$ cat src/sv/tmr_pkg.sv
// Package for the tile-map pixel renderer: store sizes, register map, opcodes,
// sequencer states, shared structs and the grey-level table.
// No dependencies.
package tmr_pkg;

	localparam int BANK_BYTES    = 8192;
	localparam int PALETTE_BYTES = 64;
	localparam int BANK_AW       = $clog2(BANK_BYTES);
	localparam int VRAM_DEPTH    = 2 * BANK_BYTES;
	localparam int VRAM_AW       = $clog2(VRAM_DEPTH);
	localparam int PAL_AW        = $clog2(PALETTE_BYTES);

	// APB register map, byte address = 4 * index
	localparam int CFG_AW = 5;
	localparam logic [2:0] REG_LCD_CONTROL  = 3'd0;
	localparam logic [2:0] REG_SCROLL_X     = 3'd1;
	localparam logic [2:0] REG_SCROLL_Y     = 3'd2;
	localparam logic [2:0] REG_WINDOW_X     = 3'd3;
	localparam logic [2:0] REG_WINDOW_Y     = 3'd4;
	localparam logic [2:0] REG_MONO_PALETTE = 3'd5;
	localparam logic [2:0] REG_COLOR_MODE   = 3'd6;

	localparam logic [7:0] LCD_CONTROL_RST  = 8'h91;
	localparam logic [7:0] MONO_PALETTE_RST = 8'hFC;

	// lcd_control bits
	localparam int LCD_DISPLAY_EN = 7;
	localparam int LCD_WIN_MAP    = 6;
	localparam int LCD_WIN_EN     = 5;
	localparam int LCD_TILE_MODE  = 4;
	localparam int LCD_BG_MAP     = 3;

	// attribute bits
	localparam int ATTR_PRIO  = 7;
	localparam int ATTR_YFLIP = 6;
	localparam int ATTR_XFLIP = 5;
	localparam int ATTR_BANK  = 3;

	// signed tile addressing: 0x0800 + (tile ^ 0x80) * 16, in 16-byte blocks
	localparam logic [8:0] TILE_SIGNED_BASE = 9'h080;
	localparam logic [7:0] TILE_SIGN_FLIP   = 8'h80;
	localparam logic [2:0] WIN_X_OFFSET     = 3'h7;

	typedef enum logic [1:0] {
		OP_VRAM_WR = 2'd0,
		OP_PAL_WR  = 2'd1,
		OP_RENDER  = 2'd2,
		OP_NONE    = 2'd3
	} opcode_t;

	typedef enum logic [3:0] {
		ST_IDLE,
		ST_MAP,
		ST_ATTR,
		ST_LO,
		ST_HI,
		ST_PAL0,
		ST_PAL1,
		ST_PAL2,
		ST_DONE
	} state_t;

	typedef struct packed {
		logic [7:0] lcd_control;
		logic [7:0] scroll_x;
		logic [7:0] scroll_y;
		logic [7:0] window_x;
		logic [7:0] window_y;
		logic [7:0] mono_palette;
		logic       color_mode;
	} cfg_t;

	// operands handed from the sequencer to the shade stage
	typedef struct packed {
		logic       white;
		logic       color;
		logic       win;
		logic [1:0] idx;
		logic [7:0] attr;
		logic [7:0] pal_lo;
		logic [7:0] pal_hi;
		logic [7:0] mono_palette;
	} pix_ops_t;

	typedef struct packed {
		logic [7:0] red;
		logic [7:0] green;
		logic [7:0] blue;
		logic [1:0] shade_index;
		logic       bg_priority;
		logic       from_window;
	} pix_t;

	function automatic logic [7:0] grey_of(input logic [1:0] shade);
		logic [7:0] g;
		unique case (shade)
			2'd0: g = 8'hFF;
			2'd1: g = 8'hAA;
			2'd2: g = 8'h55;
			2'd3: g = 8'h00;
			default: g = 8'h00;
		endcase
		return g;
	endfunction

endpackage

$ cat src/sv/tmr_if.sv
// Valid/ready stream interfaces for the renderer's item and result channels.
// Depends on nothing; field widths follow the item and result formats.
interface tmr_in_if;
	logic        valid;
	logic        ready;
	logic [1:0]  opcode;
	logic        bank;
	logic [12:0] mem_address;
	logic [7:0]  write_data;
	logic [7:0]  pixel_x;
	logic [7:0]  pixel_y;

	modport source (output valid, opcode, bank, mem_address, write_data, pixel_x, pixel_y,
		input ready);
	modport sink (input valid, opcode, bank, mem_address, write_data, pixel_x, pixel_y,
		output ready);
endinterface

interface tmr_out_if;
	logic       valid;
	logic       ready;
	logic [7:0] red;
	logic [7:0] green;
	logic [7:0] blue;
	logic [1:0] shade_index;
	logic       bg_priority;
	logic       from_window;

	modport source (output valid, red, green, blue, shade_index, bg_priority, from_window,
		input ready);
	modport sink (input valid, red, green, blue, shade_index, bg_priority, from_window,
		output ready);
endinterface

$ cat src/sv/tmr_seq.sv
// Render sequencer: steps one address unit through the map, attribute, tile row
// and palette reads, and holds the result beat. Depends on tmr_pkg, tmr_if.
module tmr_seq
	import tmr_pkg::*;
(
	input  logic                clk,
	input  logic                arst_n,
	input  cfg_t                cfg,
	tmr_in_if.sink              pix_in,
	tmr_out_if.source           pix_out,
	// video store port
	output logic                vram_we,
	output logic [VRAM_AW-1:0]  vram_addr,
	output logic [7:0]          vram_wdata,
	input  logic [7:0]          vram_rdata,
	// palette store port
	output logic                pal_we,
	output logic [PAL_AW-1:0]   pal_addr,
	output logic [7:0]          pal_wdata,
	input  logic [7:0]          pal_rdata,
	// shade stage
	output pix_ops_t            ops,
	input  pix_t                pix
);

	state_t state_q, state_d;

	logic       accept, load_out;
	logic       out_valid_q;
	pix_t       out_q;

	logic       white_q, win_q, map_sel_q;
	logic [7:0] lx_q, ly_q;
	logic [7:0] tile_q, attr_q, lo_q, clo_q, chi_q;
	logic [1:0] idx_q;
	logic [BANK_AW-1:0] tline_q;

	// coordinate setup at accept
	logic       win_hit;
	logic [8:0] px_ext;
	logic [7:0] lx_d, ly_d;

	// address unit
	logic [BANK_AW-1:0] ent;
	logic [7:0]         attr_d;
	logic [8:0]         tile_blk;
	logic [2:0]         row, col;
	logic [1:0]         idx_d;

	assign accept = pix_in.valid && pix_in.ready;

	assign px_ext  = {1'b0, pix_in.pixel_x} + {6'b0, WIN_X_OFFSET};
	assign win_hit = cfg.lcd_control[LCD_WIN_EN] && (cfg.window_y <= pix_in.pixel_y)
		&& (px_ext >= {1'b0, cfg.window_x});

	always_comb begin
		if (win_hit) begin
			lx_d = px_ext[7:0] - cfg.window_x;
			ly_d = pix_in.pixel_y - cfg.window_y;
		end else begin
			lx_d = pix_in.pixel_x + cfg.scroll_x;
			ly_d = pix_in.pixel_y + cfg.scroll_y;
		end
	end

	// map base 0x1800 or 0x1C00, then row of 32 entries, then column
	assign ent = {2'b11, map_sel_q, ly_q[7:3], lx_q[7:3]};

	// in ST_LO the read data is the attribute byte
	assign attr_d = cfg.color_mode ? vram_rdata : 8'h00;
	assign tile_blk = cfg.lcd_control[LCD_TILE_MODE] ? {1'b0, tile_q}
		: TILE_SIGNED_BASE + {1'b0, tile_q ^ TILE_SIGN_FLIP};
	assign row = ly_q[2:0] ^ {3{attr_d[ATTR_YFLIP]}};
	// in ST_PAL0 the read data is the high plane byte
	assign col = lx_q[2:0] ^ {3{attr_q[ATTR_XFLIP]}};
	assign idx_d = {vram_rdata[3'd7 - col], lo_q[3'd7 - col]};

	// next state
	always_comb begin
		state_d = state_q;
		unique case (state_q)
			ST_IDLE: begin
				if (accept && pix_in.opcode == OP_RENDER) begin
					state_d = cfg.lcd_control[LCD_DISPLAY_EN] ? ST_MAP : ST_DONE;
				end
			end
			ST_MAP:  state_d = ST_ATTR;
			ST_ATTR: state_d = ST_LO;
			ST_LO:   state_d = ST_HI;
			ST_HI:   state_d = ST_PAL0;
			ST_PAL0: state_d = cfg.color_mode ? ST_PAL1 : ST_DONE;
			ST_PAL1: state_d = ST_PAL2;
			ST_PAL2: state_d = ST_DONE;
			ST_DONE: begin
				if (load_out) begin
					state_d = ST_IDLE;
				end
			end
			default: state_d = ST_IDLE;
		endcase
	end

	// outputs and store ports
	always_comb begin
		pix_in.ready = 1'b0;
		load_out     = 1'b0;
		vram_we      = 1'b0;
		pal_we       = 1'b0;
		vram_wdata   = pix_in.write_data;
		pal_wdata    = pix_in.write_data;
		vram_addr    = {tline_q, 1'b1};
		pal_addr     = {attr_q[2:0], idx_q, 1'b1};
		unique case (state_q)
			ST_IDLE: begin
				pix_in.ready = 1'b1;
				vram_addr    = {pix_in.bank, pix_in.mem_address};
				pal_addr     = pix_in.mem_address[PAL_AW-1:0];
				vram_we      = pix_in.valid && pix_in.opcode == OP_VRAM_WR;
				pal_we       = pix_in.valid && pix_in.opcode == OP_PAL_WR;
			end
			ST_MAP:  vram_addr = {1'b0, ent};
			ST_ATTR: vram_addr = {1'b1, ent};
			ST_LO:   vram_addr = {attr_d[ATTR_BANK], tile_blk, row, 1'b0};
			ST_HI:   vram_addr = {tline_q, 1'b1};
			ST_PAL0: pal_addr  = {attr_q[2:0], idx_d, 1'b0};
			ST_PAL1: pal_addr  = {attr_q[2:0], idx_q, 1'b1};
			ST_PAL2: ;
			ST_DONE: load_out  = !out_valid_q || pix_out.ready;
			default: ;
		endcase
	end

	always_ff @(posedge clk or negedge arst_n) begin
		if (!arst_n) begin
			state_q     <= ST_IDLE;
			out_valid_q <= 1'b0;
		end else begin
			state_q <= state_d;
			if (load_out) begin
				out_valid_q <= 1'b1;
			end else if (pix_out.ready) begin
				out_valid_q <= 1'b0;
			end
		end
	end

	// working registers
	always_ff @(posedge clk) begin
		if (accept) begin
			white_q   <= !cfg.lcd_control[LCD_DISPLAY_EN];
			win_q     <= win_hit && cfg.lcd_control[LCD_DISPLAY_EN];
			map_sel_q <= win_hit ? cfg.lcd_control[LCD_WIN_MAP] : cfg.lcd_control[LCD_BG_MAP];
			lx_q      <= lx_d;
			ly_q      <= ly_d;
		end
		if (state_q == ST_ATTR) begin
			tile_q <= vram_rdata;
		end
		if (state_q == ST_LO) begin
			attr_q  <= attr_d;
			tline_q <= {attr_d[ATTR_BANK], tile_blk, row};
		end
		if (state_q == ST_HI) begin
			lo_q <= vram_rdata;
		end
		if (state_q == ST_PAL0) begin
			idx_q <= idx_d;
		end
		if (state_q == ST_PAL1) begin
			clo_q <= pal_rdata;
		end
		if (state_q == ST_PAL2) begin
			chi_q <= pal_rdata;
		end
		if (load_out) begin
			out_q <= pix;
		end
	end

	assign ops.white        = white_q;
	assign ops.color        = cfg.color_mode;
	assign ops.win          = win_q;
	assign ops.idx          = idx_q;
	assign ops.attr         = attr_q;
	assign ops.pal_lo       = clo_q;
	assign ops.pal_hi       = chi_q;
	assign ops.mono_palette = cfg.mono_palette;

	assign pix_out.valid       = out_valid_q;
	assign pix_out.red         = out_q.red;
	assign pix_out.green       = out_q.green;
	assign pix_out.blue        = out_q.blue;
	assign pix_out.shade_index = out_q.shade_index;
	assign pix_out.bg_priority = out_q.bg_priority;
	assign pix_out.from_window = out_q.from_window;

endmodule
$ cat src/flat_wrapper.sv
// flat-port wrapper written by rule: the top's interface ports become plain ports
module tmr_seq_flat import tmr_pkg::*;
  (clk, arst_n, cfg, vram_we, vram_addr, vram_wdata, vram_rdata, pal_we, pal_addr, pal_wdata, pal_rdata, ops, pix, pix_in_valid, pix_in_opcode, pix_in_bank, pix_in_mem_address, pix_in_write_data, pix_in_pixel_x, pix_in_pixel_y, pix_in_ready, pix_out_valid, pix_out_red, pix_out_green, pix_out_blue, pix_out_shade_index, pix_out_bg_priority, pix_out_from_window, pix_out_ready);
  tmr_in_if pix_in_i ();
  tmr_out_if pix_out_i ();
  input  logic clk;
  input  logic arst_n;
  input  cfg_t cfg;
  output logic vram_we;
  output logic [VRAM_AW-1:0] vram_addr;
  output logic [7:0] vram_wdata;
  input  logic [7:0] vram_rdata;
  output logic pal_we;
  output logic [PAL_AW-1:0] pal_addr;
  output logic [7:0] pal_wdata;
  input  logic [7:0] pal_rdata;
  output pix_ops_t ops;
  input  pix_t pix;
  input wire logic [$bits(pix_in_i.valid)-1:0] pix_in_valid;
  input wire logic [$bits(pix_in_i.opcode)-1:0] pix_in_opcode;
  input wire logic [$bits(pix_in_i.bank)-1:0] pix_in_bank;
  input wire logic [$bits(pix_in_i.mem_address)-1:0] pix_in_mem_address;
  input wire logic [$bits(pix_in_i.write_data)-1:0] pix_in_write_data;
  input wire logic [$bits(pix_in_i.pixel_x)-1:0] pix_in_pixel_x;
  input wire logic [$bits(pix_in_i.pixel_y)-1:0] pix_in_pixel_y;
  output wire logic [$bits(pix_in_i.ready)-1:0] pix_in_ready;
  output wire logic [$bits(pix_out_i.valid)-1:0] pix_out_valid;
  output wire logic [$bits(pix_out_i.red)-1:0] pix_out_red;
  output wire logic [$bits(pix_out_i.green)-1:0] pix_out_green;
  output wire logic [$bits(pix_out_i.blue)-1:0] pix_out_blue;
  output wire logic [$bits(pix_out_i.shade_index)-1:0] pix_out_shade_index;
  output wire logic [$bits(pix_out_i.bg_priority)-1:0] pix_out_bg_priority;
  output wire logic [$bits(pix_out_i.from_window)-1:0] pix_out_from_window;
  input wire logic [$bits(pix_out_i.ready)-1:0] pix_out_ready;
  assign pix_in_i.valid = pix_in_valid;
  assign pix_in_i.opcode = pix_in_opcode;
  assign pix_in_i.bank = pix_in_bank;
  assign pix_in_i.mem_address = pix_in_mem_address;
  assign pix_in_i.write_data = pix_in_write_data;
  assign pix_in_i.pixel_x = pix_in_pixel_x;
  assign pix_in_i.pixel_y = pix_in_pixel_y;
  assign pix_in_ready = pix_in_i.ready;
  assign pix_out_valid = pix_out_i.valid;
  assign pix_out_red = pix_out_i.red;
  assign pix_out_green = pix_out_i.green;
  assign pix_out_blue = pix_out_i.blue;
  assign pix_out_shade_index = pix_out_i.shade_index;
  assign pix_out_bg_priority = pix_out_i.bg_priority;
  assign pix_out_from_window = pix_out_i.from_window;
  assign pix_out_i.ready = pix_out_ready;
  tmr_seq u_core (.clk(clk), .arst_n(arst_n), .cfg(cfg), .pix_in(pix_in_i), .pix_out(pix_out_i), .vram_we(vram_we), .vram_addr(vram_addr), .vram_wdata(vram_wdata), .vram_rdata(vram_rdata), .pal_we(pal_we), .pal_addr(pal_addr), .pal_wdata(pal_wdata), .pal_rdata(pal_rdata), .ops(ops), .pix(pix));
endmodule
$ cat config.mk
export PLATFORM = sky130hd
export DESIGN_NAME = tmr_seq_flat
export DESIGN_NICKNAME = d
export VERILOG_FILES = /design/src/sv/tmr_pkg.sv /design/src/sv/tmr_if.sv /design/src/sv/tmr_seq.sv /design/src/flat_wrapper.sv
export SDC_FILE = /design/constraint.sdc
export NUM_CORES = 1
export LEC_CHECK = 0
export BUFFER_PORTS_ARGS = -buffer_cell sky130_fd_sc_hd__buf_2
export CELL_PAD_IN_SITES_DETAIL_PLACEMENT = 1
export CELL_PAD_IN_SITES_GLOBAL_PLACEMENT = 2
export CORE_MARGIN = 1
export CORE_UTILIZATION = 30
export DETAILED_ROUTE_END_ITERATION = 10
export GPL_TIMING_DRIVEN = 0
export PLACE_DENSITY_LB_ADDON = 0.1
export SYNTH_ARGS = -nofsm -noshare
export SYNTH_HDL_FRONTEND = slang
export SYNTH_SLANG_ARGS = --single-unit
export TNS_END_PERCENT = 50
$ cat constraint.sdc
create_clock -name clk -period 3.4 [get_ports clk]
set_clock_uncertainty 0.15 [all_clocks]
set_input_delay 0.34 -clock clk [delete_from_list [all_inputs] [get_ports clk]]
set_output_delay 0.34 -clock clk [all_outputs]
set_load 0.02 [all_outputs]
==> flow_summary.json, run 1 <==
{
  "post-place-ws_ns": -0.0599,
  "power.total_mw": 5.20,
  "critPathLaunchType": "input port",
  "synth_top_family_by_area": "compound AO/OA/AOI/OAI gates",
  "cp.depth": 12,
  "leakage_nw": 3.48,
  "slowest_delay_ns": 0.40,
  "synth-xor-area-share_pct": 4.60,
  "post-route-util_pct": 40.8,
  "synth_compound_area_share_pct": 11.1,
  "htreeDepth": 3,
  "initial_utilization_pct": 30.9,
  "synth_ff_type": "edfxtp_1",
  "slew_viol_final": 0,
  "yosys.area_share.simple_pct": 10.7,
  "rows": 51,
  "final.period_utilization_pct": 90.5,
  "holdPathStages": 1,
  "path_max_fanout": 9,
  "ios": 242,
  "syn-num-nets": 702,
  "rsz0062_at_grt": "false",
  "coreArea_um2": 19700,
  "path_cells": "buf_2, inv_1, ha_1, nand2b_1, nand2_1, xnor2_1, ha_1, and3_1, a221o_1, o21a_1, o221ai_4, mux2_2",
  "drt_wl_total_mm": 17.6,
  "crit_type": "input port to flip-flop",
  "drive_above_1_share_pct": 38.3,
  "netlist_top_cells_count": "edfxtp_1 (101), nand2_1 (50), inv_1 (36), nor2_1 (36), o21ai_0 (33)",
  "postSynthCellCount": 530,
  "synth-async-reset-ratio_pct": 4.72,
  "drcViolationCount": 0,
  "power_density_nw_per_um2": 647,
  "synthTopCellsByArea": "edfxtp_1 (50%), ha_1 (6.4%), buf_4 (3.6%)",
  "drt-pass1-iter-count": 4,
  "dp.final_hpwl_mm": 14.2,
  "hold_buffers": 16,
  "cp-end-kind": "flip-flop",
  "cts.path.max_buffers": 2,
  "first_global_vias": 5161,
  "nFillCells": 2244,
  "reg2reg_to": "u_core.ly_q[2]",
  "cts_sinks": 106,
  "status": "finished clean",
  "slew_headroom_pct": 37.7,
  "multi_input_area_um2": 2510,
  "die-area_um2": 20900,
  "r2r_slack_ns": 0.75,
  "gr-total-overflow": 0,
  "muxShareOfSynthArea_pct": 6.96,
  "finalCriticalPeriod_ns": 3.08,
  "tns_ns": 0,
  "cts_tree": "done",
  "clock_latency_ns": 0.35,
  "seq_area_frac_synth_pct": 51.8,
  "yosysTopAreaCell": "edfxtp_1",
  "finalHoldViolCount": 0,
  "cts-resized-gates": 0,
  "antenna_left": 0,
  "irDropWorstVdd_v": 0.000270,
  "r2r_start": "u_core.state_q[3]",
  "seqCellArea_um2": 3160,
  "final_nets": 953,
  "grt_pass1_wl_mm": 26.5,
  "num_antenna_cells": 0,
  "cpMostUsedCell": "ha_1",
  "drv_cap": 0,
  "antenna_found_initial": 0,
  "postCtsSetupRepairBufs": 0,
  "cp_data_arrival_time_ns": 3.02,
  "required_ns": 3.35,
  "grtUsageTotal_pct": 16.7,
  "grt_max_degree": 22,
  "synthesis.area_um2": 6090,
  "worst_slew_pin_slew_ns": 0.928,
  "vias": 4908,
  "clock-root-buffer": "clkbuf_16",
  "syn_area_per_cell_um2": 11.5,
  "hold_path_end": "u_core.pix_out.from_window",
  "yosys.area_share.adder_pct": 7.68,
  "cp_top_family": "compound AO/OA/AOI/OAI gates",
  "max_freq_ghz": 0.325,
  "cts_buffers": 9,
  "placed_cell_area_um2": 7570,
  "syn2layout_area_growth_pct": 31.9,
  "slowest_stage": "mux2_2",
  "final-setup-viol-count": 0,
  "setup_ws_ns": 0.322,
  "hold_class": "input port to flip-flop",
  "ys_types": 58,
  "portBuffers": 222,
  "holdCritStartpoint": "pix[0]",
  "yosys.cell_count.top_type": "edfxtp_1",
  "drt_iter0_markers": 127,
  "wl_per_cell_um": 16.7,
  "avgViaCountPerCell": 4.67,
  "rr_worst_depth": 6,
  "synth-seq-cells": 106,
  "synth_top_area_share_pct": 49.8,
  "clk_pin_slew_ns": 0.08,
  "timing.critical_path.buf_inv": 2,
  "die_height_um": 145,
  "design_area_um2": 8040,
  "place.gp.congestion": 0.777,
  "die_w_um": 145,
  "ys.warnings.count": 0,
  "synth-edff-count": 101
}
[worst max-delay path by stage]
stage | startpoint | endpoint
2_1_floorplan | pix_in_pixel_x[1] | u_core.map_sel_q
3_5_place_dp | pix_in_pixel_x[0] | u_core.ly_q[6]
6_report | pix_in_pixel_x[0] | u_core.ly_q[6]
4_1_cts | pix_in_pixel_x[0] | u_core.ly_q[6]
5_1_grt | pix_in_pixel_x[0] | u_core.lx_q[5]
3_3_place_gp | pix_in_pixel_x[0] | u_core.lx_q[6]
[layer usage]
layer	global-route usage [%]	part of all wire, %
met2	30.9	50
met4	5.65	1.2
met1	19.6	43
met5	0	0
met3	2.35	5.8
[layout make-up]
type | instances | area share, %
clock inverters | 7 | 1.01
repair buffers | 240 | 16.2
well taps | 265 | 4.12
clock buffers | 9 | 2.80
inverters | 37 | 1.73
plain buffers | 44 | 3.69
multi-input cells | 343 | 31.2
flip-flops and latches | 106 | 39.3
[registers in the layout, indices dropped and copies added (netlist names), 8 cells and up]
| register | count |
|---|---|
| u_core.tline_q | 12 |
| u_core.pix_out.blue | 8 |
| u_core.lo_q | 8 |
| u_core.chi_q | 8 |
| u_core.clo_q | 8 |
| u_core.tile_q | 8 |
| u_core.attr_q | 8 |
| u_core.ly_q | 8 |
| u_core.pix_out.green | 8 |
| u_core.lx_q | 8 |
| u_core.pix_out.red | 8 |
[power by group]
part / internal, mW / total, mW / switching [mW]
registers: 1.75 / 1.86 / 0.111
clock network: 0.527 / 1.05 / 0.524
logic: 0.818 / 2.29 / 1.47
total: 3.10 / 5.20 / 2.10
[logic make-up after synthesis]
group / Yosys count
AOI/OAI and AO/OA: 105
xor gates and xnor gates: 32
adders and majority gates: 35
buffers and inverters: 81
DFF: 106
muxes: 32
and+or+nand+nor: 139
[through the flow]
stage	hold WS, ns	cells
global placement	0.0202	1017
finish	0.0143	1051
detailed placement	0.0206	1019
global route	0.000699	1051
CTS	0.000172	1051
floorplan	-0.106	530
[cell usage in the layout, fill, tap and decap left out, types with 4 or more instances in the layout]
master,synthesis,layout
dfrtp_1,5,5
ha_1,31,31
clkbuf_1,8,8
inv_1,36,36
dlygate4sd3_1,0,16
a21oi_1,27,27
xnor2_1,23,23
clkbuf_16,0,9
buf_2,3,225
a21o_1,5,5
nand2_1,50,50
buf_4,29,29
edfxtp_1,101,101
nand3_1,6,6
mux2i_1,12,12
and2_1,7,7
nor2_1,36,35
mux4_2,7,7
mux2_2,13,13
nor2b_1,11,10
nand2b_1,7,7
o21a_1,4,4
o21ai_0,33,33
fa_1,4,4
nor3_1,6,6
xor2_1,9,9
Power figures use the tool's default switching activity.
==> run 2: changes to the inputs <==
Settings changed: ABC_CLOCK_PERIOD_IN_PS from default to 3400, CORE_ASPECT_RATIO from default to 1.4.
==> run 2 against run 1 <==
  * First-iteration DRC count grew 26%
  * Count of clock-buffer cells in the layout grew 1
  * Combinational power is essentially flat
  * Total power shrank 1.0%
  * Final cell count shrank 2.6%
  * Clock power shrank 4%
  * Sequential cell count is the same
  * Maximum frequency shrank 2.0%
  * Register-to-register slack lost 0.13 ns
  * Largest power group unchanged
==> flow_summary.json, run 2 (synthesis results as in run 1) <==
{
  "largest_register_ffs": 12,
  "clock_latency_ns": 0.34,
  "clock-root-buffer": "clkbuf_16",
  "initial_utilization_pct": 30.6,
  "switching_share_pct": 40.1,
  "top_usage_layer": "met2",
  "power_frac_seq_pct": 36.2,
  "met3_usage_pct": 3.37,
  "grtUsageTotal_pct": 16.8,
  "irDropWorstVdd_v": 0.000257,
  "final_nets": 938,
  "die_w_um": 122,
  "internal-power_mw": 3.08,
  "drt-pass1-iter-count": 4,
  "dp.cells": 1006,
  "cts_tree": "done",
  "instances_no_fill": 1024,
  "slew_viol_final": 0,
  "drive_above_1_share_pct": 38.9,
  "max_freq_ghz": 0.319,
  "p_comb_share_pct": 44.2,
  "post-place-ws_ns": -0.116,
  "top_register": "u_core.tline_q",
  "drt_wl_total_mm": 17.7,
  "antenna_left": 0,
  "critPathLaunchType": "input port",
  "dp.final_hpwl_mm": 14.8,
  "grt_max_degree": 22,
  "slew_headroom_pct": 39.7,
  "grtUsageMet1_pct": 18.6,
  "grtUsageMet2_pct": 32.4,
  "syn2layout_area_growth_pct": 29.1,
  "tns_ns": 0,
  "power_density_nw_per_um2": 654,
  "rows": 61,
  "drv_cap": 0,
  "wl_per_cell_um": 17.3,
  "cts-resized-gates": 0,
  "final.period_utilization_pct": 92.3,
  "avgViaCountPerCell": 4.71,
  "final_cell_mix": "buf_2 (225), edfxtp_1 (101), nand2_1 (50), inv_1 (36), nor2_1 (35)",
  "placed_cell_area_um2": 7570,
  "hold_class": "input port to flip-flop",
  "post-route-util_pct": 39.5,
  "rsz0062_at_grt": "false",
  "crit_type": "input port to flip-flop",
  "ios": 242,
  "cts_sinks": 106,
  "die-area_um2": 20900,
  "status": "finished clean",
  "htreeDepth": 3,
  "setup_ws_ns": 0.260,
  "drcViolationCount": 0,
  "worst_slew_pin_slew_ns": 0.898,
  "final-setup-viol-count": 0,
  "vias": 4818,
  "cp-end-kind": "flip-flop",
  "clkPwrFrac_pct": 19.6,
  "first_global_vias": 4999,
  "design_area_um2": 7870,
  "whs_ns": 0.0138,
  "cts_buffers": 9,
  "portBuffers": 222,
  "leakage_nw": 3.41,
  "coreArea_um2": 19900,
  "final_common_cell": "buf_2",
  "path_max_fanout": 9,
  "finalHoldViolCount": 0,
  "antenna_found_initial": 0,
  "required_ns": 3.35,
  "place.gp.congestion": 0.773,
  "drt_iter0_markers": 160,
  "clk_pin_slew_ns": 0.08,
  "gr-total-overflow": 0,
  "cp_data_arrival_time_ns": 3.09,
  "power_switching_mw": 2.06,
  "power.total_mw": 5.15,
  "grt_pass1_wl_mm": 26.8,
  "cts.path.max_buffers": 2,
  "finalCriticalPeriod_ns": 3.14,
  "die_height_um": 171
}
## run 2: cell count changes in the layout (fill, tap and decap cells not counted), sizes merged
cell         previous run  this run
diode                   0         1
clkinv                  4         3
clkbuf                 17        18
dlygate4sd3            16         1
## run 2: area by class of cell
type                       instances  area (µm²)
buffer                            44         297
tap                              252         315
fill                            2288       12100
clock inverter                     6        57.6
timing repair buffer             225        1160
clock buffer                      10         229
multi-input combinational        343        2510
inverter                          37         139
antenna                            1        2.50
sequential                       106        3160
## run 2: power by group through the flow
stage,clock network [mW],logic [mW],registers [mW]
finish,1.01,2.28,1.86
floorplan,0,1.39,1.95
global placement,0,2.25,1.89
global route,1.08,2.51,1.89
detailed placement,0,2.33,1.89
CTS,1.04,2.34,1.87
## run 2: path summary, 6_finish.rpt
check | slack [ns] | cells after the start | to | from
max | 0.26 | 10 | u_core.ly_q[6] | pix_in_pixel_x[0]
min | 0.01 | 1 | u_core.pix_out.red[7] | pix[27]
max reg2reg | 0.62 | 6 | u_core.lx_q[3] | u_core.state_q[3]
min reg2reg | 0.31 | 0 | u_core.tline_q[4] | u_core.tile_q[1]
max in group asynchronous | 2.75 | 2 | u_core.state_q[0] | arst_n
min in group asynchronous | 0.20 | 2 | u_core.state_q[1] | arst_n
## run 2: timing repair
action	in CTS	in global routing
buffers inserted	0	0
hold buffers	1	0
hold endpoints to repair	5	0
## run 2: critical path, stage by stage
cell and delay, ns:
buf_2 0.13, nor3_1 0.38, nor2_1 0.14, xor2_1 0.17, ha_1 0.34, and3_1 0.21
a221o_1 0.36, o21a_1 0.22, o221ai_4 0.38, mux2_2 0.41
## run 2: layer usage
| metal | routed length (µm) | up-vias |
|---|---|---|
| met1 | 6940 | 2311 |
| li1 | - | 2357 |
| met2 | 9660 | 145 |
| met5 | 0 | - |
| met4 | 142 | 0 |
| met3 | 1000 | 5 |
==> run 3: changes to the inputs <==
Settings changed: ABC_CLOCK_PERIOD_IN_PS 3400 to 3980, CORE_UTILIZATION 30 to 32.
Clock period 3.4 ns to 3.98 ns, I/O delays scaled along.
==> run 3 against run 2 <==
  * Total power is 14% lower
  * Global-route usage is 0.80 points higher
  * Worst hold slack better by 0.054 ns
  * Critical path depth stayed put
  * Die area is 6.2% lower
  * First-iteration DRC count is 21% higher
  * Sequential cell count stayed put
  * Final cell count is 0.88% lower
  * Setup slack better by 0.60 ns
  * Sequential share of layout area hardly changed
  * Largest power group unchanged
==> flow_summary.json, run 3 (synthesis results as in run 1) <==
{
  "die_w_um": 119,
  "cp_top_family": "compound AO/OA/AOI/OAI gates",
  "hold_path_end": "u_core.pix_out.green[2]",
  "tns_ns": 0,
  "power_density_nw_per_um2": 562,
  "grtUsageTotal_pct": 17.6,
  "cts_tree": "done",
  "initial_utilization_pct": 32.8,
  "cts_buffers": 9,
  "drt_wl_total_mm": 17.3,
  "timing.critical_path.buf_inv": 1,
  "holdCritStartpoint": "pix[14]",
  "grt_max_degree": 22,
  "final_common_cell": "buf_2",
  "cp-end-kind": "flip-flop",
  "cts.path.max_buffers": 2,
  "vias": 4850,
  "final_nets": 938,
  "drcViolationCount": 0,
  "max_freq_ghz": 0.321,
  "rr_worst_depth": 6,
  "final-setup-viol-count": 0,
  "first_global_vias": 5054,
  "drive_above_1_share_pct": 39.0,
  "largest_register_ffs": 12,
  "antenna_found_initial": 1,
  "slew_headroom_pct": 34.3,
  "die_height_um": 165,
  "irDropWorstVdd_v": 0.000248,
  "rsz0062_at_grt": "false",
  "clock_latency_ns": 0.35,
  "slowest_stage": "mux2_2",
  "required_ns": 3.93,
  "postCtsSetupRepairBufs": 0,
  "avgViaCountPerCell": 4.78,
  "leakage_nw": 3.41,
  "ios": 242,
  "die-area_um2": 19600,
  "wl_per_cell_um": 17.0,
  "status": "finished clean",
  "htreeDepth": 3,
  "drt-pass1-iter-count": 6,
  "reg2reg_to": "u_core.lx_q[6]",
  "portBuffers": 222,
  "finalHoldViolCount": 0,
  "crit_type": "input port to flip-flop",
  "hold_class": "input port to flip-flop",
  "path_cells": "buf_2, nor3_1, nor2_1, xor2_1, ha_1, and3_1, a221o_1, o21a_1, o221ai_4, mux2_2",
  "final.period_utilization_pct": 78.3,
  "clk_pin_slew_ns": 0.08,
  "top_register": "u_core.tline_q",
  "num_antenna_cells": 0,
  "gr-total-overflow": 0,
  "coreArea_um2": 18600,
  "drv_cap": 0,
  "final_cell_mix": "buf_2 (225), edfxtp_1 (101), nand2_1 (50), inv_1 (36), nor2_1 (35)",
  "clock-root-buffer": "clkbuf_16",
  "worst_slew_pin_slew_ns": 0.979,
  "critPathLaunchType": "input port",
  "slew_viol_final": 0,
  "finalCriticalPeriod_ns": 3.12,
  "r2r_start": "u_core.state_q[3]",
  "dp.final_hpwl_mm": 14.5,
  "slowest_delay_ns": 0.40,
  "power.total_mw": 4.42,
  "drt_iter0_markers": 193,
  "cts_sinks": 106,
  "cp_data_arrival_time_ns": 3.07,
  "rows": 59,
  "path_max_fanout": 9,
  "holdPathStages": 1,
  "antenna_left": 0,
  "grt_pass1_wl_mm": 26.7,
  "syn2layout_area_growth_pct": 29.0,
  "place.gp.congestion": 0.794,
  "r2r_slack_ns": 1.32
}
## run 3: power by group
part | switching [mW] | internal, mW
sequential | 0.0941 | 1.50
clock | 0.413 | 0.499
combinational | 1.23 | 0.688
## run 3: worst reg2reg max path: stages, from the launching register on
cell	delay, ns
dfrtp_1	0.46
or2_2	0.32
clkbuf_1	0.15
nor2_1	0.19
buf_2	0.31
nand2_1	0.14
inv_1	0.57
## run 3: worst max-delay path by stage
stage | from | endpoint | depth (start not counted)
2_1_floorplan | pix_in_pixel_x[1] | u_core.map_sel_q | 11
3_3_place_gp | pix_in_pixel_x[0] | u_core.ly_q[6] | 10
3_5_place_dp | pix_in_pixel_x[0] | u_core.ly_q[6] | 10
4_1_cts | pix_in_pixel_x[0] | u_core.ly_q[6] | 10
5_1_grt | pix_in_pixel_x[0] | u_core.lx_q[5] | 10
6_report | pix_in_pixel_x[0] | u_core.ly_q[6] | 10
## run 3: layer usage
layer	global-route usage [%]	vias up	share of wire, %
met5	0	-	0
met4	5.87	0	1.8
met3	3.47	14	5.5
met2	34.2	167	54
met1	19.0	2315	39
li1	-	2354	-
## run 3: timing repair
action,in CTS,in global routing
gates resized for setup,0,0
hold buffers,1,0
endpoints found under the hold margin,5,0
## run 3: through the flow
step / setup WS (ns) / hold WS (ns) / area [µm²] / utilization, % / cells
global placement: 0.478 / 0.0765 / 7510 / 40.4 / 996
global route: 0.646 / 0.0518 / 7870 / 42.3 / 1015
detailed placement: 0.466 / 0.0806 / 7550 / 40.6 / 998
CTS: 0.835 / 0.0548 / 7870 / 42.3 / 1015
finish: 0.864 / 0.0673 / 7870 / 42.3 / 1015
floorplan: 0.914 / -0.0476 / 6090 / - / 530
## run 3: area by class of cell
cell class                 instances  area, µm²
fill                            2156      10700
buffer                            44        297
clock buffer                       9        225
inverter                          37        139
timing repair buffer             225       1150
multi-input combinational        343       2510
clock inverter                     7       83.8
tap                              244        305
sequential                       106       3160
